<file path="src/design/tcca_pkg.sv">
// ----------------------------------------------------------------------------
// Touch coordinate calibrate and average: shared package
// Beat types, register codes, field widths and the divider request type.
// ----------------------------------------------------------------------------
package tcca_pkg;

    // Field widths
    localparam int RAW_W      = 16;
    localparam int RAW_SHIFT  = 3;
    localparam int CAL_W      = 13;
    localparam int RES_W      = 12;
    localparam int ORIENT_W   = 3;
    localparam int COORD_W    = 16;
    localparam int PROD_W     = CAL_W + RES_W;
    localparam int SCALED_W   = 15;

    // Shared divider sizes
    localparam int DVD_W      = PROD_W;
    localparam int DVS_W      = CAL_W;

    // Configuration port
    localparam int CFG_IDX_W  = 3;
    localparam int CFG_DATA_W = 13;

    // Default window depth
    localparam int WINDOW_DEPTH_DEF = 4;

    // Configuration register indexes
    typedef enum logic [CFG_IDX_W-1:0] {
        CFG_X_MIN    = 3'd0,
        CFG_X_MAX    = 3'd1,
        CFG_Y_MIN    = 3'd2,
        CFG_Y_MAX    = 3'd3,
        CFG_H_RES    = 3'd4,
        CFG_V_RES    = 3'd5,
        CFG_ORIENT   = 3'd6
    } t_cfg_idx;

    // Orientation bits
    localparam int ORIENT_SWAP  = 0;
    localparam int ORIENT_INV_X = 1;
    localparam int ORIENT_INV_Y = 2;

    // Input beat
    typedef struct packed {
        logic             pressed;
        logic [RAW_W-1:0] raw_x_word;
        logic [RAW_W-1:0] raw_y_word;
    } t_tcca_in;

    // Output beat
    typedef struct packed {
        logic signed [COORD_W-1:0] x_position;
        logic signed [COORD_W-1:0] y_position;
        logic                      touch_valid;
    } t_tcca_out;

    // Request into the shared divider
    typedef struct packed {
        logic             start;
        logic [DVD_W-1:0] dividend;
        logic [DVS_W-1:0] divisor;
    } t_tcca_div_req;

    // Result from the shared divider
    typedef struct packed {
        logic             done;
        logic [DVD_W-1:0] quotient;
    } t_tcca_div_rsp;

endpackage

</file>
<file path="src/design/tcca_div.sv">
// ----------------------------------------------------------------------------
// Touch coordinate calibrate and average: shared divider
// Unsigned restoring divider, one quotient bit per cycle. A start request
// loads the operands; done pulses for one cycle when the quotient is ready.
// The divisor must not be zero.
// ----------------------------------------------------------------------------
module tcca_div (
    input  logic                    i_clk,
    input  logic                    i_rst_n,
    input  tcca_pkg::t_tcca_div_req i_req,
    output tcca_pkg::t_tcca_div_rsp o_rsp
);

    localparam int DW  = tcca_pkg::DVD_W;
    localparam int SW  = tcca_pkg::DVS_W;
    localparam int CW  = $clog2(DW + 1);

    logic          r_busy;
    logic          r_done;
    logic [CW-1:0] r_cnt;
    logic [SW-1:0] r_rem;
    logic [DW-1:0] r_quo;
    logic [SW-1:0] r_dvs;

    logic [SW:0]   w_part;
    logic [SW+1:0] w_diff;
    logic          w_qbit;
    logic [SW-1:0] n_rem;

    // One trial subtraction of the shifted remainder.
    always_comb begin
        w_part = {r_rem, r_quo[DW-1]};
        w_diff = {1'b0, w_part} - {2'b00, r_dvs};
        w_qbit = ~w_diff[SW+1];
        n_rem  = w_qbit ? w_diff[SW-1:0] : w_part[SW-1:0];
    end

    // Iteration control and datapath registers.
    always_ff @(posedge i_clk) begin
        if (!i_rst_n) begin
            r_busy <= 1'b0;
            r_done <= 1'b0;
            r_cnt  <= '0;
        end else begin
            r_done <= 1'b0;
            if (i_req.start) begin
                r_busy <= 1'b1;
                r_cnt  <= CW'(DW);
                r_rem  <= '0;
                r_quo  <= i_req.dividend;
                r_dvs  <= i_req.divisor;
            end else if (r_busy) begin
                r_rem <= n_rem;
                r_quo <= {r_quo[DW-2:0], w_qbit};
                r_cnt <= r_cnt - CW'(1);
                if (r_cnt == CW'(1)) begin
                    r_busy <= 1'b0;
                    r_done <= 1'b1;
                end
            end
        end
    end

    assign o_rsp.done     = r_done;
    assign o_rsp.quotient = r_quo;

endmodule

</file>
<file path="src/design/touch_coordinate_calibrate_average_core.sv">
// ----------------------------------------------------------------------------
// Touch coordinate calibrate and average: top level
// Scales raw touch readings to screen pixels and smooths them over a
// moving-average window, sharing one iterative divider for all divisions.
//
//   Channel | Direction | Handshake                | Beat
//   --------+-----------+--------------------------+----------------------
//   in      | input     | i_in_valid / o_in_ready  | t_tcca_in
//   out     | output    | o_out_valid / i_out_ready| t_tcca_out
//   cfg     | input     | i_cfg_valid / o_cfg_ready| index + data
//
// A pressed sample makes four divisions on the shared divider between one
// input beat and the next (two scalings, two averages), each with a 25-bit
// quotient; an axis with an empty span skips its scaling division. A
// released sample goes straight to the output step. A new sample is taken
// only in the idle state. A finished beat waits in the output register, so
// only a stalled output with a second result ready holds the block. Reset
// is synchronous and active low.
// ----------------------------------------------------------------------------
module touch_coordinate_calibrate_average_core #(
    parameter int WINDOW_DEPTH = tcca_pkg::WINDOW_DEPTH_DEF
) (
    input  logic                                i_clk,
    input  logic                                i_rst_n,
    input  logic                                i_in_valid,
    output logic                                o_in_ready,
    input  tcca_pkg::t_tcca_in                  i_in_data,
    output logic                                o_out_valid,
    input  logic                                i_out_ready,
    output tcca_pkg::t_tcca_out                 o_out_data,
    input  logic                                i_cfg_valid,
    output logic                                o_cfg_ready,
    input  logic [tcca_pkg::CFG_IDX_W-1:0]      i_cfg_index,
    input  logic [tcca_pkg::CFG_DATA_W-1:0]     i_cfg_data
);

    localparam int CAL_W    = tcca_pkg::CAL_W;
    localparam int RES_W    = tcca_pkg::RES_W;
    localparam int COORD_W  = tcca_pkg::COORD_W;
    localparam int PROD_W   = tcca_pkg::PROD_W;
    localparam int SCALED_W = tcca_pkg::SCALED_W;
    localparam int DVD_W    = tcca_pkg::DVD_W;
    localparam int DVS_W    = tcca_pkg::DVS_W;
    localparam int CNT_W    = $clog2(WINDOW_DEPTH + 1);
    localparam int SUM_W    = COORD_W + CNT_W;

    typedef enum logic [3:0] {
        S_IDLE,
        S_MUL,
        S_CAL,
        S_CAL_WAIT,
        S_INV,
        S_PUSH,
        S_AVG,
        S_AVG_WAIT,
        S_DONE
    } t_state;

    // Configuration registers
    logic [CAL_W-1:0]              r_x_min, r_x_max, r_y_min, r_y_max;
    logic [RES_W-1:0]              r_h_res, r_v_res;
    logic [tcca_pkg::ORIENT_W-1:0] r_orient;

    // Sequencer and datapath registers
    t_state                      r_state;
    logic                        r_axis;
    logic                        r_pressed;
    logic [CAL_W-1:0]            r_a, r_b;
    logic [PROD_W-1:0]           r_prod;
    logic [DVS_W-1:0]            r_span;
    logic                        r_span_ok;
    logic [SCALED_W-1:0]         r_scaled;
    logic signed [COORD_W-1:0]   r_cal_x, r_cal_y;
    logic signed [COORD_W-1:0]   r_win_x [WINDOW_DEPTH];
    logic signed [COORD_W-1:0]   r_win_y [WINDOW_DEPTH];
    logic [CNT_W-1:0]            r_fill;
    logic signed [SUM_W-1:0]     r_sum_x, r_sum_y;
    logic signed [COORD_W-1:0]   r_held_x, r_held_y;
    logic                        r_out_valid;
    tcca_pkg::t_tcca_out         r_out;

    // Combinational helpers
    logic [CAL_W-1:0]            w_val, w_lo, w_hi;
    logic [RES_W-1:0]            w_res;
    logic                        w_inv;
    logic [CAL_W-1:0]            w_off;
    logic [PROD_W-1:0]           w_prod;
    logic [SCALED_W-1:0]         w_sat;
    logic signed [COORD_W-1:0]   w_cal;
    logic                        w_full;
    logic signed [SUM_W-1:0]     w_drop_x, w_drop_y;
    logic signed [SUM_W-1:0]     w_sum;
    logic                        w_neg;
    logic [SUM_W-1:0]            w_mag;
    logic [COORD_W-1:0]          w_qlow;
    logic signed [COORD_W-1:0]   w_mean;
    logic [CAL_W-1:0]            w_raw_x, w_raw_y;
    tcca_pkg::t_tcca_div_req     w_div_req;
    tcca_pkg::t_tcca_div_rsp     w_div_rsp;

    // Shared divider
    tcca_div u_div (
        .i_clk   (i_clk),
        .i_rst_n (i_rst_n),
        .i_req   (w_div_req),
        .o_rsp   (w_div_rsp)
    );

    // Raw words reduced to converter resolution.
    assign w_raw_x = CAL_W'(i_in_data.raw_x_word >> tcca_pkg::RAW_SHIFT);
    assign w_raw_y = CAL_W'(i_in_data.raw_y_word >> tcca_pkg::RAW_SHIFT);

    // Per-axis operand selection, offset and product.
    always_comb begin
        w_val  = r_axis ? r_b : r_a;
        w_lo   = r_axis ? r_y_min : r_x_min;
        w_hi   = r_axis ? r_y_max : r_x_max;
        w_res  = r_axis ? r_v_res : r_h_res;
        w_inv  = r_axis ? r_orient[tcca_pkg::ORIENT_INV_Y]
                        : r_orient[tcca_pkg::ORIENT_INV_X];
        w_off  = (w_val > w_lo) ? (w_val - w_lo) : '0;
        w_prod = PROD_W'(w_off) * PROD_W'(w_res);
    end

    // Saturation of the scaled value and optional inversion.
    always_comb begin
        w_sat = (|w_div_rsp.quotient[DVD_W-1:SCALED_W]) ? '1
                                                         : w_div_rsp.quotient[SCALED_W-1:0];
        w_cal = w_inv ? (COORD_W'(w_res) - COORD_W'(r_scaled)) : COORD_W'(r_scaled);
    end

    // Window update terms: the oldest entry leaves once the window is full.
    always_comb begin
        w_full   = (r_fill == CNT_W'(WINDOW_DEPTH));
        w_drop_x = w_full ? {{(SUM_W-COORD_W){r_win_x[WINDOW_DEPTH-1][COORD_W-1]}},
                             r_win_x[WINDOW_DEPTH-1]} : '0;
        w_drop_y = w_full ? {{(SUM_W-COORD_W){r_win_y[WINDOW_DEPTH-1][COORD_W-1]}},
                             r_win_y[WINDOW_DEPTH-1]} : '0;
    end

    // Signed mean: divide the magnitude, then restore the sign.
    always_comb begin
        w_sum  = r_axis ? r_sum_y : r_sum_x;
        w_neg  = w_sum[SUM_W-1];
        w_mag  = w_neg ? (~w_sum + SUM_W'(1)) : w_sum;
        w_qlow = w_div_rsp.quotient[COORD_W-1:0];
        w_mean = w_neg ? (~w_qlow + COORD_W'(1)) : w_qlow;
    end

    // Divider requests for scaling and for averaging.
    always_comb begin
        w_div_req.start    = ((r_state == S_CAL) && r_span_ok) || (r_state == S_AVG);
        w_div_req.dividend = (r_state == S_AVG) ? DVD_W'(w_mag) : r_prod;
        w_div_req.divisor  = (r_state == S_AVG) ? DVS_W'(r_fill) : r_span;
    end

    // Configuration writes are always taken.
    always_ff @(posedge i_clk) begin
        if (!i_rst_n) begin
            r_x_min  <= '0;
            r_x_max  <= '1;
            r_y_min  <= '0;
            r_y_max  <= '1;
            r_h_res  <= RES_W'(320);
            r_v_res  <= RES_W'(240);
            r_orient <= '0;
        end else if (i_cfg_valid) begin
            case (tcca_pkg::t_cfg_idx'(i_cfg_index))
                tcca_pkg::CFG_X_MIN:  r_x_min  <= i_cfg_data[CAL_W-1:0];
                tcca_pkg::CFG_X_MAX:  r_x_max  <= i_cfg_data[CAL_W-1:0];
                tcca_pkg::CFG_Y_MIN:  r_y_min  <= i_cfg_data[CAL_W-1:0];
                tcca_pkg::CFG_Y_MAX:  r_y_max  <= i_cfg_data[CAL_W-1:0];
                tcca_pkg::CFG_H_RES:  r_h_res  <= i_cfg_data[RES_W-1:0];
                tcca_pkg::CFG_V_RES:  r_v_res  <= i_cfg_data[RES_W-1:0];
                tcca_pkg::CFG_ORIENT: r_orient <= i_cfg_data[tcca_pkg::ORIENT_W-1:0];
                default: ;
            endcase
        end
    end

    // Sequencer with its datapath and output registers.
    always_ff @(posedge i_clk) begin
        if (!i_rst_n) begin
            r_state     <= S_IDLE;
            r_axis      <= 1'b0;
            r_pressed   <= 1'b0;
            r_fill      <= '0;
            r_sum_x     <= '0;
            r_sum_y     <= '0;
            r_held_x    <= '0;
            r_held_y    <= '0;
            r_out_valid <= 1'b0;
        end else begin
            if (r_out_valid && i_out_ready) begin
                r_out_valid <= 1'b0;
            end
            case (r_state)
                S_IDLE: begin
                    if (i_in_valid) begin
                        r_pressed <= i_in_data.pressed;
                        r_axis    <= 1'b0;
                        if (r_orient[tcca_pkg::ORIENT_SWAP]) begin
                            r_a <= w_raw_y;
                            r_b <= w_raw_x;
                        end else begin
                            r_a <= w_raw_x;
                            r_b <= w_raw_y;
                        end
                        if (i_in_data.pressed) begin
                            r_state <= S_MUL;
                        end else begin
                            r_fill  <= '0;
                            r_sum_x <= '0;
                            r_sum_y <= '0;
                            r_state <= S_DONE;
                        end
                    end
                end
                S_MUL: begin
                    r_prod    <= w_prod;
                    r_span    <= w_hi - w_lo;
                    r_span_ok <= (w_hi > w_lo);
                    r_state   <= S_CAL;
                end
                S_CAL: begin
                    if (r_span_ok) begin
                        r_state <= S_CAL_WAIT;
                    end else begin
                        r_scaled <= '0;
                        r_state  <= S_INV;
                    end
                end
                S_CAL_WAIT: begin
                    if (w_div_rsp.done) begin
                        r_scaled <= w_sat;
                        r_state  <= S_INV;
                    end
                end
                S_INV: begin
                    if (r_axis) begin
                        r_cal_y <= w_cal;
                        r_axis  <= 1'b0;
                        r_state <= S_PUSH;
                    end else begin
                        r_cal_x <= w_cal;
                        r_axis  <= 1'b1;
                        r_state <= S_MUL;
                    end
                end
                S_PUSH: begin
                    for (int i = WINDOW_DEPTH - 1; i > 0; i--) begin
                        r_win_x[i] <= r_win_x[i-1];
                        r_win_y[i] <= r_win_y[i-1];
                    end
                    r_win_x[0] <= r_cal_x;
                    r_win_y[0] <= r_cal_y;
                    r_sum_x <= r_sum_x + {{(SUM_W-COORD_W){r_cal_x[COORD_W-1]}}, r_cal_x}
                               - w_drop_x;
                    r_sum_y <= r_sum_y + {{(SUM_W-COORD_W){r_cal_y[COORD_W-1]}}, r_cal_y}
                               - w_drop_y;
                    if (!w_full) begin
                        r_fill <= r_fill + CNT_W'(1);
                    end
                    r_state <= S_AVG;
                end
                S_AVG: begin
                    r_state <= S_AVG_WAIT;
                end
                S_AVG_WAIT: begin
                    if (w_div_rsp.done) begin
                        if (r_axis) begin
                            r_held_y <= w_mean;
                            r_axis   <= 1'b0;
                            r_state  <= S_DONE;
                        end else begin
                            r_held_x <= w_mean;
                            r_axis   <= 1'b1;
                            r_state  <= S_AVG;
                        end
                    end
                end
                S_DONE: begin
                    if (!r_out_valid || i_out_ready) begin
                        r_out.x_position  <= r_held_x;
                        r_out.y_position  <= r_held_y;
                        r_out.touch_valid <= r_pressed;
                        r_out_valid       <= 1'b1;
                        r_state           <= S_IDLE;
                    end
                end
                default: begin
                    r_state <= S_IDLE;
                end
            endcase
        end
    end

    assign o_in_ready  = (r_state == S_IDLE);
    assign o_out_valid = r_out_valid;
    assign o_out_data  = r_out;
    assign o_cfg_ready = 1'b1;

    // The fill count never passes the window depth.
    a_fill_bound: assert property (@(posedge i_clk) disable iff (!i_rst_n)
        r_fill <= CNT_W'(WINDOW_DEPTH))
        else $error("fill count above window depth");

    // An empty window carries zero running sums.
    a_empty_sum: assert property (@(posedge i_clk) disable iff (!i_rst_n)
        (r_fill == '0) |-> (r_sum_x == '0 && r_sum_y == '0))
        else $error("running sum nonzero with empty window");

    // A release beat empties the window.
    a_release_clear: assert property (@(posedge i_clk) disable iff (!i_rst_n)
        (i_in_valid && o_in_ready && !i_in_data.pressed) |=> (r_fill == '0))
        else $error("window not emptied on release");

    // A new output beat is loaded only from the final sequencer step.
    a_out_source: assert property (@(posedge i_clk) disable iff (!i_rst_n)
        $rose(o_out_valid) |-> $past(r_state == S_DONE))
        else $error("output beat raised outside the final step");

endmodule

</file>
<file path="config.mk">
export PLATFORM = sky130hd
export DESIGN_NAME = touch_coordinate_calibrate_average_core
export DESIGN_NICKNAME = d
export VERILOG_FILES = /design/src/design/tcca_pkg.sv /design/src/design/tcca_div.sv /design/src/design/touch_coordinate_calibrate_average_core.sv
export SDC_FILE = /design/constraint.sdc
export NUM_CORES = 1
export LEC_CHECK = 0
export BUFFER_PORTS_ARGS = -buffer_cell sky130_fd_sc_hd__buf_2
export CAP_MARGIN = 20
export CORE_MARGIN = 5
export CORE_UTILIZATION = 36
export DETAILED_ROUTE_END_ITERATION = 8
export SLEW_MARGIN = 20
export SYNTH_ARGS = -nofsm -noshare
export SYNTH_HDL_FRONTEND = slang
export SYNTH_HIERARCHICAL = 1
export SYNTH_SLANG_ARGS = --single-unit
</file>
<file path="constraint.sdc">
create_clock -name i_clk -period 10.3 [get_ports i_clk]
set_input_delay 0 -clock i_clk [delete_from_list [all_inputs] [get_ports i_clk]]
set_output_delay 0 -clock i_clk [all_outputs]
set_load 0.02 [all_outputs]
</file>
==> Word level (Yosys, flattened, before mapping) <==
Memories as Yosys holds them, arrays and structs flattened.
Index checks and enable logic that the tools add are counted.
{ "classes": {"n_reduce_logical": 36, "magnitude_cmp": 2, "mux": 57, "n_div": 0, "add_sub_neg": 12, "n_bitwise": 6, "eq_ne": 23, "multipliers": 1, "shift": 0} }
{ "ops": {"columns": ["cell", "count"], "rows": [
  ["$mux W19", 6],
  ["$mux W13", 8],
  ["$pmux W19 S2", 2],
  ["$mux W25", 3],
  ["$mux W15", 3],
  ["$add A19 B19 Y19", 2],
  ["$sub A19 B19 Y19", 2],
  ["$pmux W4 S9", 1],
  ["$mux W16", 2],
  ["$pmux W15 S2", 1],
  ["$gt A13 B13 Y1", 2],
  ["$sub A13 B13 Y13", 2],
  ["$mul A13 B12 Y25", 1],
  ["$mux W4", 6],
  ["$reduce_and A3 Y1", 8],
  ["$reduce_and A2 Y1", 11],
  ["$add A19 B2 Y19 const B", 1],
  ["$not A19 Y19", 1],
  ["$mux W3", 6],
  ["$add A16 B1 Y16 const B", 1],
  ["$eq A4 B3 Y1 const B", 4],
  ["$not A16 Y16", 1],
  ["$sub A12 B15 Y16", 1],
  ["$sub A14 B13 Y15", 1],
  ["other kinds (28)", 61]
]} }
{ "word_totals": {"mem_count": 2, "romBits": 0, "word_cells": 174, "mem_bits_rw": 128, "register_bits": 362, "output_inout_bits": 36, "latch_bits": 0} }
{ "memory_table": {"columns": ["memory", "words", "word_bits", "rd", "rd_ports_with_merged_regs", "wr", "line_no", "text"], "rows": [
  ["r_win_x", 4, 16, 4, 0, 4, "touch_coordinate_calibrate_average_core.sv:74", "logic signed [COORD_W-1:0] r_win_x [WINDOW_DEPTH];"],
  ["r_win_y", 4, 16, 4, 0, 4, "touch_coordinate_calibrate_average_core.sv:75", "logic signed [COORD_W-1:0] r_win_y [WINDOW_DEPTH];"]
]} }

==> Logic depth before layout (Yosys ltp) <==
Gate-level depths: netlist of run 1.
{ "depth": {"ltp_word": 6, "depth_mapped": 35} }

==> Hierarchy <==
The synthesis of run 1 kept the hierarchy.
{ "by_module_without_submodules": {"columns": ["mod", "area_each_um2", "n_inst", "cells_per_inst"], "rows": [
  ["touch_coordinate_calibrate_average_core", 26701.9, 1, 2659],
  ["tcca_div", 3012.9, 1, 236]
]} }

==> Worst setup path before layout of run 1 <==
Ideal clock, no wire load.
{ "synth_timing": {"path_kind": "flip-flop to flip-flop", "startpoint": "register r_axis", "endpoint": "register r_prod[22] (data pin)", "synth_period_minus_slack_ns": 8.350, "arrival_time_ns": 8.170, "setup_ns": 0.180, "path_slack_ns": 1.950, "path_stages_with_launch": 34, "path_cell_list": "dfxtp_1 > buf_6 > buf_4 > buf_6 > buf_4 > buf_2 > buf_2 > mux2i_1 > ha_1 > inv_1 > fa_1 > a21o_1 > a21oi_1 > o21bai_1 > a31o_2 > a31o_2 > xnor2_1 > buf_2 > nand2b_1 > fa_1 > inv_1 > fa_1 > fa_1 > fa_1 > inv_1 > fa_1 > inv_1 > ha_1 > a21o_1 > and2_1 > or4_1 > o21ai_2 > or4b_1 > o311ai_1"} }
{ "synth_via": {"elab_chain_len": 4, "elab_cells_between_ends": 7} }
{ "synth_rtl": {"columns": ["item", "line_no", "text"], "rows": [
  ["start: declaration", "touch_coordinate_calibrate_average_core.sv:66", "logic r_axis;"],
  ["start signal: assignment", "touch_coordinate_calibrate_average_core.sv:185", "r_axis <= 1'b0;"],
  ["start signal: assignment", "touch_coordinate_calibrate_average_core.sv:201", "r_axis <= 1'b0;"],
  ["start signal: assignment", "touch_coordinate_calibrate_average_core.sv:242", "r_axis <= 1'b0;"],
  ["$mux W13, on equally long branches", "touch_coordinate_calibrate_average_core.sv:115, touch_coordinate_calibrate_average_core.sv:116", null],
  ["$sub A13 B13 Y13 / $gt A13 B13 Y1 (equally long branches)", "touch_coordinate_calibrate_average_core.sv:121", "w_off = (w_val > w_lo) ? (w_val - w_lo) : '0;"],
  ["$mux W13", "touch_coordinate_calibrate_average_core.sv:121", null],
  ["$mul A13 B12 Y25 *", "touch_coordinate_calibrate_average_core.sv:122", "w_prod = PROD_W'(w_off) * PROD_W'(w_res);"],
  ["net w_prod[22]", "touch_coordinate_calibrate_average_core.sv:87", "logic [PROD_W-1:0] w_prod;"],
  ["end signal: assignment", "touch_coordinate_calibrate_average_core.sv:220", "r_prod <= w_prod;"],
  ["end: declaration", "touch_coordinate_calibrate_average_core.sv:69", "logic [PROD_W-1:0] r_prod;"]
]} }
The timed path passes the listed nets; every way through them passes the cells marked *.
A chain may end at the register's enable or synchronous reset.

==> Worst setup path after layout of run 1 <==
Ends and elaborated chain as after synthesis.

==> results of run 1 <==
final timing paths:
kind	cells after the start	end
worst max-delay path	23	r_prod[22]$_DFFE_PP_
worst min-delay path	3	r_a[11]$_DFFE_PP_
worst max register to register	23	r_prod[22]$_DFFE_PP_
worst min register to register	0	r_win_x[2][6]$_DFFE_PP_
power by group through the flow:
stage | registers, mW | clock network, mW | logic [mW]
after detailed placement | 2.20 | 0 | 0.653
after CTS | 2.16 | 2.00 | 0.679
after floorplan | 2.20 | 0 | 0.484
after global placement | 2.20 | 0 | 0.650
final | 2.16 | 1.94 | 0.678
after global routing | 2.17 | 2.08 | 0.771
worst max-delay path: cells and delay by family, from the launching register on:
kind | cells | cell delay, ns
AOI/OAI and AO/OA | 4 | 0.78
adders and majority gates | 7 | 3.23
buffers and inverters | 3 | 0.16
DFF | 1 | 0.75
muxes | 1 | 0.44
and+or+nand+nor | 8 | 3.09
registers in the layout, indices dropped and copies added (netlist names), 12 cells and up:
name / flops
o_out_data: 33
r_a: 13
r_b: 13
r_cal_x: 16
r_cal_y: 16
r_h_res: 12
r_held_x: 16
r_held_y: 16
r_prod: 25
r_scaled: 15
r_span: 13
r_sum_x: 19
r_sum_y: 19
r_v_res: 12
r_win_x: 64
r_win_y: 64
r_x_max: 13
r_x_min: 13
r_y_max: 13
r_y_min: 13
u_div/r_dvs: 13
u_div/r_quo: 25
u_div/r_rem: 13
final cells by class:
cell class              instances  area [um2]
clock buffers                  68        1470
clock inverters                33         332
fillers                      8022       48300
inverters                     361        1360
multi-input cells            1936       14900
flip-flops and latches        490       13100
well taps                    1070        1340
repair buffers                169        1230
logic make-up (layout without fill, tap and decap cells):
logic type	after synthesis	count (layout)	synth area share, %
flip-flops	490	490	43.9
adder cells (fa/ha/maj)	310	310	16.8
AO/OA/AOI/OAI	490	490	10.9
XOR/XNOR	112	112	3.30
AND/OR/NAND/NOR	880	880	13.7
other	1	1	0.0126
multiplexers	143	143	5.17
buffers and inverters	469	631	6.16
synth_stat cells (42+ instances only):
cell	count	area share [%]
xor2_1	42	1.2
clkbuf_1	79	1.0
a21oi_1	139	2.3
nor2_1	216	2.7
edfxtp_1	324	33
o21ai_0	73	1.2
mux2_2	82	3.1
ha_1	160	6.7
inv_1	359	4.5
fa_1	150	10
and2_1	44	0.93
dfxtp_1	166	11
nand2_1	340	4.3
nand3_1	67	1.1
mux2i_1	60	2.0
and3_1	49	1.0
xnor2_1	70	2.1
stage by stage:
stage                     instances  worst slack, ns
after floorplan                2895             1.95
after CTS                      4126             1.73
final                          4127             1.61
after global routing           4127             1.23
after global placement         3962             1.83
after detailed placement       3963             1.74
layer usage:
| metal | global-route usage (%) | share of wire (%) | vias up |
|---|---|---|---|
| li1 | - | - | 10200 |
| met1 | 23.2 | 48 | 9850 |
| met2 | 24.6 | 43 | 527 |
| met3 | 3.14 | 6.0 | 97 |
| met4 | 4.42 | 2.7 | 0 |
| met5 | 0 | 0 | - |
repair_timing:
item / in CTS / in global routing
endpoints found under the setup margin: 0 / 0
hold buffers: 62 / 0
hold endpoints to repair: 131 / 0
==> results by stage, run 1 <==
Pwr:
- Of the total power, registers draw 45.2%.
- The worst ir drop on vdd is 0.117 mV.
- The fraction of power consumed by the clock network is 40.6%.
- Dividing total power by cell area gives a power density of between 100 and 150 nW/um2.
- For this design the static power due to leakage is ~14 nW.
- The fraction of power consumed by combinational cells is 14.2%.
- Net switching is a little over a quarter of the power.
- After layout, the design draws a total of 4.78 mW.
- In this run the power spent charging and discharging nets is 1.27 mW.
- Cell internal power was estimated by the tool at 3.51 mW.

Logic synthesis:
- Synthesis produced a netlist with a net count of 3259.
- A synthesized cell averages 10.3 um2.
- The number of instances in the synthesized netlist is 2895.
- The mapped cell area is between 20000 and 30000 um2.
- The share of the Yosys chip area taken by registers is 43.9%.
- Counting flops with an async set or reset pin after synthesis yields a share of 0%.
- The number of storage elements in the synthesis netlist is between 400 and 500.
- In this run, synthesis inferred 324 flip-flops with an integrated enable.
- In the synthesized netlist the dominant register cell turns out to be edfxtp_1.
- Yosys mapped the design onto slightly below 90 distinct sky130hd cell types.
- The total number of yosys warnings is 6.

STA:
- Setup repair after global routing left no endpoint under its margin.
- After layout, the worst path uses a little over four fifths of the clock period.
- Between clock sinks in the finished design, the worst skew comes to 0.0578 ns.
- The total count of max-transition violations in the final report came to 0.
- On the final layout, the worst hold slack is 0.238 ns.
- Measured against its own limit, the worst slew margin works out to 29.6%.
- Adding up every negative setup slack in the final design gives 0 ns.
- The count of endpoints failing hold in the final timing report was 0.
- The shortest period the worst path allows is 8.69 ns.
- For the pin with the worst max-slew slack, the measured transition is 1.05 ns.
- Based on the critical path, the design can be clocked at up to 115 MHz.
- The setup-violating endpoint count in the final report is 0.

Drt:
- Detailed routing inserted a total of between 20000 and 25000 vias.
- The pre-antenna-repair detailed-routing pass consisted of 6 iterations.
- The DRC violation count after routing is 0.
- After the first detailed-routing iteration, the DRC count stood at 1602.
- The per-cell routed wire length is 17.4 um.
- In the routed layout, each cell is associated on average with a via count of 5.00.
- For this block, the routed nets add up to 71800 um of wire.
- The detail route stage leaves a number of antenna-violating nets equal to 0.

Global routing:
- The maximum number of pins on one net before global-route repair is 67.
- The via count of the first global-routing pass is 20400.
- The overall global routing resource usage is 16.0%.
- The first global-routing pass estimated 115000 um of wire.
- The initial antenna violation count is 5.
- For this run the aggregate overflow at the end of global routing stands at 0.

Worst setup path:
- On the worst path, the slowest cell contributes a delay of around 0.8 ns.
- The largest fanout on the critical path is 40.
- The most critical setup path has its startpoint at r_axis$_SDFFE_PN0P_.
- The largest individual stage delay along the critical path comes from the cell nor2b_1.
- In this run the register-to-register setup slack is 1.61 ns.
- The data arrival at the endpoint of the critical path is 9.10 ns.
- The critical path in this run is classified as flip-flop to flip-flop.
- STA puts the critical path data required time at 10.71 ns.
- The signal on the critical path passes through mux2i_1 -> ha_1 -> and3_1 -> nand3_1 -> or3_1 -> o311ai_0 -> nor2b_1 -> nand2_1 -> fa_1 -> inv_1 -> fa_1 -> fa_1 -> fa_1 -> inv_1 -> fa_1 -> inv_1 -> ha_1 -> a21o_1 -> and2_1 -> or4_1 -> o21ai_2 -> or4b_1 -> o311ai_1.
- The cell that appears most often on the critical path is fa_1.
- The worst setup path is captured at a flip-flop.
- The worst setup path is launched from a flip-flop.
- The reg-to-reg critical path startpoint is r_axis$_SDFFE_PN0P_.

Layout:
- From synthesis to final layout, the design area changed by 13.2%.
- The total inserted antenna cells is 0.
- At the end of the flow, the number of nets in the layout was 3376.
- Leaving out fill and tap cells, the most frequent cell in the layout is inv_1.
- Cells with a size suffix above 1 make up 10.4% of the layout.
- Summing all non-filler instances in the final layout gives an area of 33600 um2.
- The core utilization of the finished layout is 41.0%.
- In the layout the commonest cells are inv_1, nand2_1, edfxtp_1, nor2_1, dfxtp_1.

Place:
- The half-perimeter wire length of the detailed placement result is 52300 um.
- The count of buffers added on input and output ports is 82.
- The post-place instance area is 31200 um2.
- Routability-driven placement finished with a final weighted congestion of between 0.8 and 0.9.

Die:
- For this design the top-level I/O count stands at 90.
- The floorplan step set the die height to 297 um.
- The starting density of the core is a little over a third.
- The die covers 88400 um2.
- The core outline area is approximately 82000 um2.
- The width of the chip is 297 um.
- The number of cell rows is ~110.

Min path:
- The worst hold path startpoint is i_in_data[30].
- The path class of the tightest hold or removal check is input pin to flip-flop.

Clock tree:
- The number of levels the H-tree was split into is 2.
- The tree is rooted in a clkbuf_16.
- The number of gates resized after CTS is 0.
- For this design, the sink count on the clock tree is 490.
- For the worst-skew pair, the clock arrives at the later sink with an insertion delay of 0.63 ns.
- The clock-pin slew on the worst setup and hold paths is 0.06 ns.
- The maximum clock path buffer count is 3.
- The number of buffers added by the clock tree synthesis step is 54.
- TritonCTS built the clock tree.
- The number of post-CTS setup repair buffers is 0.

Flow run:
- The reported max-cap violation count is 0.

Outcome:
- The run finished with clean final reports.
(Power assumes the default switching activity.)
==> inputs of run 2 (changes only) <==
Settings changed: ABC_AREA from default to 1.
Clock period 10.3 ns to 8.5 ns, I/O delays scaled along.
==> run 2 against run 1 <==
  * Power is 38% higher
  * Routed wire length is 9.0% higher
  * Register-to-register slack worse by 0.67 ns
  * Clock skew is 0.0063 ns lower
  * Critical endpoint is now r_prod[20]$_DFFE_PP_
  * Area after synthesis is 4.1% higher
  * Largest cell class unchanged
  * Final cell count is 22% higher
  * Critical path type unchanged
==> results by stage, run 2 <==
Logic synthesis:
- The share of Yosys cell area claimed by the top area cell type is 31.5% (-1.3 points).
- Ranked by total cell area, the synthesized netlist is headed by edfxtp_1, nand2_1, dfxtp_1.
- The sequential share of the synthesized area came to 42.2% (-1.7 points).
- The dominant synthesized flop cell is edfxtp_1.
- The share of flip-flops with an asynchronous set or reset is 0% (unchanged).
- Yosys instantiated no cell more often than nand2_1.
- The total number of yosys warnings was 6 (unchanged).
- In the synthesized netlist, the cells that appear most often are nand2_1, inv_1, nor2_1.
- The average cell area after synthesis is 8.33 um2 (-19%).
- The number of instances in the synthesized netlist was 3713 (+28%).
- The basic-gate share of the synthesized area counting and, or, nand and nor cells is 21.9% (+8.2 points).
- The number of storage elements in the synthesis netlist is 490 (unchanged).
- The number of synthesized flops with an enable pin came to 324 (unchanged).
- The mapped cell area was 30900 um2 (+4.1%).
- The leading area contributor after synthesis is edfxtp_1.
- The synthesized-area fraction occupied by ao, oa, aoi and oai cells is 7.62% (-3.3 points).
- The adder and majority cell fraction of the synthesized area is 16.2% (-0.66 points).
- The count of unique library cells instantiated by Yosys is 59 (-32%).
- The XOR/XNOR share of the synthesized area is 1.84% (-1.5 points).
- The synthesized net count is 4077 (+25%).
- The proportion of synthesized area in mux cells is 0.421% (-4.8 points).
- After synthesis, the largest family of logic cells by area is simple AND/OR/NAND/NOR gates.

Pwr:
- The switching component of the power is 2.01 mW (+58%).
- The fraction of power consumed by combinational cells was 21.7% (+7.5 points).
- The fraction of power consumed by the clock network was 37.9% (-2.7 points).
- The worst ir drop on vdd is 0.171 mV (+46%).
- The proportion of power drawn by flip-flops and latches was 40.4% (-4.8 points).
- The internal portion of total power is 4.58 mW (+31%).
- The net switching fraction of the power is 30.5% (+3.9 points).
- The leakage dissipation was 16.3 nW (+20%).
- The power per cell area is 187 nW/um2 (+32%).

Global routing:
- The remaining global-route overflow was 0 (unchanged).
- The maximum number of pins on one net before global-route repair came to 84 (+25%).
- The overall global routing resource usage was 17.1% (+1.1 points).
- The first-pass GRT wire length came to 126000 um (+9.6%).
- The via count of the first global-routing pass is 23700 (+16%).
- The initial antenna violation count is 1 (-4).

Layout:
- The count of nets after finishing is 4214 (+25%).
- In the layout the commonest cells are nand2_1, inv_1, nor2_1, edfxtp_1, nand3_1.
- The total inserted antenna cells is 0 (unchanged).
- Leaving out fill and tap cells, the most frequent cell in the layout is nand2_1.
- The fraction of final layout cells sized beyond drive strength 1 is 7.77% (-2.7 points).
- The relative area change from synthesis to final layout is 13.7%.
- The number of fill cells was 8604 (+7.3%).
- The final instance area was 35200 um2 (+4.5%).

Drt:
- The wire length on met3 is 3820 um (-11%).
- The final wirelength is 78200 um (+9.0%).
- The remaining antenna violation count after routing was 0 (unchanged).
- The routed via count divided by cell count was 4.79 (-4.3%).
- The per-cell routed wire length was 15.5 um (-11%).
- The wire length the detailed router placed on met1 is 35200 um (+2.0%).
- The amount of wire on met2 after detailed routing is 36800 um (+19%).
- The DRC violation count after routing is 0 (unchanged).
- The initial DRC count is 1687 (+5.3%).
- Routed signal wires occupy layers up through met4.
- The number of iterations in the first detailed-routing pass is 5 (-1).
- The number of vias in the routed layout is 24200 (+17%).

STA:
- The slew of the pin with the lowest slew margin is 1.08 ns (+0.0275 ns).
- The clock tree skew after final layout is 0.0515 ns (-0.00631 ns).
- The total count of max-transition violations in the final report is 0 (unchanged).
- The shortest period the worst path allows is 7.56 ns (-1.13 ns).
- The total negative setup slack is 0 ns (unchanged).
- The maximum operating frequency came to 132 MHz (+15%).
- The headroom to the max-slew limit is 28.1% (-1.4 points).
- Setup repair after global routing left no endpoint under its margin.
- The count of endpoints failing hold in the final timing report is 0 (unchanged).
- The fraction of the cycle the final worst path needs is 88.9% (+4.6 points).
- The setup-violating endpoint count in the final report came to 0 (unchanged).

Clock tree:
- The number of gates resized after CTS came to 0 (unchanged).
- In this run the clock root is driven by a clkbuf_16.
- The number of buffers added by the clock tree synthesis step was 57 (+5.6%).
- The maximum clock path buffer count came to 3 (unchanged).
- The number of levels the H-tree was split into is 2 (unchanged).
- The later-pin clock latency in the skew report came to 0.64 ns (about the same).
- TritonCTS built the clock tree.
- The total clock sinks is 490 (unchanged).
- The number of post-CTS setup repair buffers is 0 (unchanged).
- The clock-pin slew on the worst setup and hold paths is 0.06 ns (about the same).

Worst setup path:
- The data required time of the worst path was 8.85 ns (-1.86 ns).
- The maximum single-stage delay on the critical path is 0.63 ns (-0.18 ns).
- The largest fanout on the critical path came to 29 (-28%).
- The total stage count of the critical path is 30 (+30%).
- The worst setup path is launched from a flip-flop.
- The slowest library cell on the worst path is dfxtp_4.
- The data arrival at the endpoint of the critical path is 7.90 ns (-1.20 ns).
- The count of buffer and inverter cells on the critical path came to 6 (+3).
- The kind of cell with the highest combined delay on the critical path is adder cells.
- The category of the critical setup timing path is flip-flop to flip-flop.
- The worst setup path is captured at a flip-flop.
- The number of cells traversed by the worst register-to-register path is 30 (+30%).

Die:
- The width of the chip is 303 um (+2.0%).
- The number of cell rows is 107 (+1.9%).
- The overall die area is 91900 um2 (+4.0%).
- The starting density of the core was 36.3% (about the same).
- The height of the die is 303 um (+2.0%).
- The I/O pin count is 90 (unchanged).
- The core outline area is 85300 um2 (+4.0%).

Min path:
- The class of the worst hold path is input pin to flip-flop.
- The hold-critical path depth came to 4 (+1).

Place:
- The final weighted congestion in routability-driven placement is 0.901 (+0.83%).
- The quantity of I/O buffers inserted on ports is 82 (unchanged).
- The half-perimeter wire length of the detailed placement result was 59400 um (+13%).
- The post-place instance area came to 32500 um2 (+4.2%).

Flow run:
- The reported max-cap violation count is 0 (unchanged).

Outcome:
- The run finished with clean final reports.
-- run 2: changes by cell type after synthesis, moves of 50 or more --
cell / change
nor2_1: +179
inv_1: +295
nand3_1: +121
xnor2_1: -50
o21ai_0: +107
mux2_2: -82
nand2_1: +568
-- run 2: logic make-up (layout without fill, tap and decap cells) --
group	count (synthesis)	count (layout)
fa+ha+maj	310	310
other cells	1	1
xor+xnor	65	65
compound gates	431	431
simple gates	1634	1634
mux	13	13
buf+inv	769	955
flops	490	490
-- run 2: metal layers --
layer / global-route usage (%) / vias to the layer above
li1: - / 12000
met1: 22.9 / 11500
met2: 29.0 / 523
met3: 2.30 / 131
met4: 5.24 / 0
met5: 0 / -
-- run 2: timing repair --
| item | 4_1_cts | 5_1_grt |
|---|---|---|
| setup endpoints to repair | 0 | 0 |
| hold endpoints to repair | 135 | 0 |
| hold buffers | 64 | 0 |
-- run 2: through the flow --
step	power (mW)	setup WS, ns	util, %	cells	hold slack, ns
after floorplan	3.72	1.64	-	3713	0.126
after global placement	4.10	1.10	38.2	4870	0.301
after detailed placement	4.11	0.986	38.2	4870	0.300
after CTS	6.68	0.933	41.2	5042	0.164
after global routing	6.99	0.559	41.2	5043	0.228
final	6.59	0.942	41.2	5043	0.197
-- run 2: cell type report --
type,instances,area [um2],area share (%)
Clock buffer,81,1680,4.78
Clock inverter,27,288,0.818
Inverter,673,2530,7.20
Multi-Input combinational cell,2454,14900,42.4
Sequential cell,490,13100,37.1
Tap cell,1144,1430,4.07
Timing Repair Buffer,174,1280,3.65
-- run 2: power groups by stage --
stage                     clock network, mW  registers [mW]  logic, mW
final                                  2.50            2.66       1.43
after global routing                   2.68            2.67       1.64
after CTS                              2.58            2.66       1.43
after detailed placement                  0            2.71       1.40
after global placement                    0            2.71       1.39
after floorplan                           0            2.71       1.00
-- run 2: worst register-to-register path, delay by kind of cell, from the launching register on --
family	cells	cell delay [ns]
AO/OA/AOI/OAI	5	1.30
adder cells (fa/ha/maj)	7	2.98
buffers and inverters	6	0.86
flip-flops	1	0.63
AND/OR/NAND/NOR	12	1.53
-- run 2: worst paths after layout --
check                             endpoint                    start  slack (ns)
hold reg to reg    r_win_x[2][7]$_DFFE_PP_  r_win_x[1][7]$_DFFE_PP_        0.39
hold / removal    r_y_max[12]$_SDFFE_PN1P_           i_cfg_data[12]        0.20
setup reg to reg      r_prod[20]$_DFFE_PP_      r_axis$_SDFFE_PN0P_        0.94
setup / recovery      r_prod[20]$_DFFE_PP_      r_axis$_SDFFE_PN0P_        0.94
==> inputs of run 3 (changes only) <==
Settings changed: CORE_UTILIZATION 36 to 43.
==> run 3 against run 2 <==
  * Via count fell by 1.2%
  * Highest routed layer unchanged
  * Global-route usage grew 2.6 points
  * Clock power decreased by 2%
  * Combinational power is essentially flat
  * Critical path depth unchanged
  * Die area is 16% lower
==> results by stage, run 3 (same netlist as run 2, synthesis figures left out) <==
Drt:
- The initial DRC count was 1721 (+2.0%).
- The remaining antenna violation count after routing is 0 (unchanged).
- The number of iterations in the first detailed-routing pass was 5 (unchanged).
- The number of vias in the routed layout is 23900 (-1.2%).
- The final wirelength is 76700 um (-1.9%).
- The per-cell routed wire length is 15.8 um (+2.1%).
- The DRC violation count after routing is 0 (unchanged).
- The routed via count divided by cell count is 4.93 (+2.8%).

Pwr:
- The power per cell area is 188 nW/um2 (+0.25%).
- The leakage dissipation came to 16.2 nW (-0.33%).
- The fraction of power consumed by the clock network came to 37.5% (-0.4 points).
- The net switching fraction of the power is 30.4% (-0.10 points).
- The proportion of power drawn by flip-flops and latches was 40.6% (+0.2 points).
- The switching component of the power is 1.99 mW (-0.97%).
- The fraction of power consumed by combinational cells is 21.9% (+0.2 points).
- The worst ir drop on vdd came to 0.134 mV (-22%).
- The total power draw is 6.55 mW (-0.63%).
- The internal portion of total power is 4.56 mW (-0.48%).

STA:
- The count of endpoints failing hold in the final timing report is 0 (unchanged).
- The clock tree skew after final layout was 0.0785 ns (+0.0270 ns).
- The headroom to the max-slew limit is 21.5% (-6.6 points).
- The slew of the pin with the lowest slew margin came to 1.16 ns (+0.0878 ns).
- The total negative setup slack is 0 ns (unchanged).
- The setup-violating endpoint count in the final report came to 0 (unchanged).
- The fraction of the cycle the final worst path needs is 88.8% (-0.11 points).
- The final setup slack of the worst path was 0.952 ns (+0.00958 ns).
- The worst slack on hold paths is 0.208 ns (+0.0113 ns).
- The maximum operating frequency came to 132 MHz (+0.13%).
- The shortest period the worst path allows came to 7.55 ns (-0.00958 ns).
- Setup repair after global routing left no endpoint under its margin.
- The total count of max-transition violations in the final report is 0 (unchanged).

Layout:
- The number of fill cells came to 6958 (-19%).
- Compared with the post-synthesis result, the final layout area differs by 12.7%.
- The count of nets after finishing is 4214 (unchanged).
- The multi-input combinational cell area is 14900 um2 (about the same).
- The sequential cell area is 13100 um2 (unchanged).
- The number of standard cells in the final layout excluding fillers came to 4848 (-3.9%).
- The most common library cell in the layout ignoring fill and taps is nand2_1.
- The core utilization of the finished layout was 48.9% (+7.6 points).
- The fraction of final layout cells sized beyond drive strength 1 is 7.65% (-0.12 points).
- The final instance area is 34900 um2 (-0.88%).
- In the layout the commonest cells are nand2_1, inv_1, nor2_1, edfxtp_1, nand3_1.

Global routing:
- The via count of the first global-routing pass is 23400 (-1.2%).
- The first-pass GRT wire length is 124000 um (-1.8%).
- The maximum number of pins on one net before global-route repair is 86 (+2.4%).
- The initial antenna violation count is 1 (unchanged).
- The remaining global-route overflow is 0 (unchanged).
- The overall global routing resource usage came to 19.7% (+2.6 points).

Clock tree:
- The count of hold-fix buffers inserted at cts is 63 (-1.6%).
- In this run the clock root is driven by a clkbuf_16.
- The number of buffers added by the clock tree synthesis step is 54 (-5.3%).
- The clock-pin slew on the worst setup and hold paths is 0.06 ns (about the same).
- The later-pin clock latency in the skew report is 0.65 ns (about the same).
- The number of post-CTS setup repair buffers is 0 (unchanged).
- The CTS tree is yes.
- The maximum clock path buffer count is 3 (unchanged).
- The number of gates resized after CTS was 0 (unchanged).
- The total clock sinks came to 490 (unchanged).
- The number of levels the H-tree was split into was 2 (unchanged).

Outcome:
- The run finished with clean final reports.

Worst setup path:
- The data required time of the worst path came to 8.83 ns (-0.02 ns).
- The largest fanout on the critical path is 33 (+14%).
- The slack of the worst reg-to-reg path is 0.95 ns (about the same).
- The kind of capture point of the worst setup path is a flip-flop.
- In this run the critical register-to-register path is launched from r_axis$_SDFFE_PN0P_.
- The maximum single-stage delay on the critical path is 0.64 ns (about the same).
- The slowest library cell on the worst path is dfxtp_4.
- The timing startpoint of the critical path is r_axis$_SDFFE_PN0P_.
- The nature of the critical path startpoint is a flip-flop.
- The setup path with the least slack is of type flip-flop to flip-flop.
- The data arrival at the endpoint of the critical path is 7.88 ns (-0.02 ns).

Die:
- The width of the chip is 278 um (-8.2%).
- The I/O pin count is 90 (unchanged).
- The overall die area is 77400 um2 (-16%).
- The core outline area is 71400 um2 (-16%).
- The starting density of the core came to 43.3% (+7.1 points).
- The height of the die came to 278 um (-8.2%).
- The number of cell rows was 98 (-8.4%).

Min path:
- The worst hold path startpoint is i_cfg_data[12].
- The min-delay analysis places its worst path in the category input pin to flip-flop.

Place:
- The half-perimeter wire length of the detailed placement result is 58200 um (-1.9%).
- The instance count after placement with tap cells included was 4680 (-3.9%).
- The setup slack at placement is 1.01 ns (+0.0289 ns).
- The quantity of I/O buffers inserted on ports came to 82 (unchanged).
- The final weighted congestion in routability-driven placement is 0.907 (+0.66%).
- The post-place instance area is 32300 um2 (-0.66%).

Flow run:
- The reported max-cap violation count is 0 (unchanged).
[run 3: metal layers]
| layer | global-route usage (%) | vias to the layer above | routed length, um |
|---|---|---|---|
| li1 | - | 12000 | - |
| met1 | 26.5 | 11200 | 34600 |
| met2 | 33.5 | 520 | 36400 |
| met3 | 2.38 | 130 | 3530 |
| met4 | 5.85 | 0 | 2200 |
| met5 | 0 | - | 0 |
[run 3: power groups by stage]
stage | combinational [mW] | sequential [mW] | clock (mW)
finish | 1.43 | 2.66 | 2.45
detailed placement | 1.40 | 2.71 | 0
global placement | 1.39 | 2.71 | 0
floorplan | 1.00 | 2.71 | 0
global route | 1.65 | 2.67 | 2.62
CTS | 1.44 | 2.66 | 2.53
[run 3: worst paths after layout]
| kind | endpoint | cells after the start |
|---|---|---|
| setup reg to reg | r_prod[20]$_DFFE_PP_ | 30 |
| hold reg to reg | r_win_x[2][8]$_DFFE_PP_ | 0 |
| setup / recovery | r_prod[20]$_DFFE_PP_ | 30 |
| hold / removal | r_x_max[12]$_SDFFE_PN1P_ | 4 |
[run 3: cell type report]
| cell class | count | area share, % |
|---|---|---|
| inverters | 673 | 7.27 |
| clock buffers | 62 | 3.99 |
| clock inverters | 40 | 1.42 |
| diodes | 2 | 0.0144 |
| repair buffers | 177 | 3.72 |
| well taps | 950 | 3.41 |
| multi-input cells | 2454 | 42.7 |
| flip-flops and latches | 490 | 37.4 |
[run 3: critical path: cells and delay by family (launching register included)]
| family | cells | cell delay, ns |
|---|---|---|
| DFF | 1 | 0.64 |
| adders and majority gates | 7 | 2.97 |
| buffers and inverters | 6 | 0.82 |
| and+or+nand+nor | 12 | 1.49 |
| AOI/OAI and AO/OA | 5 | 1.31 |
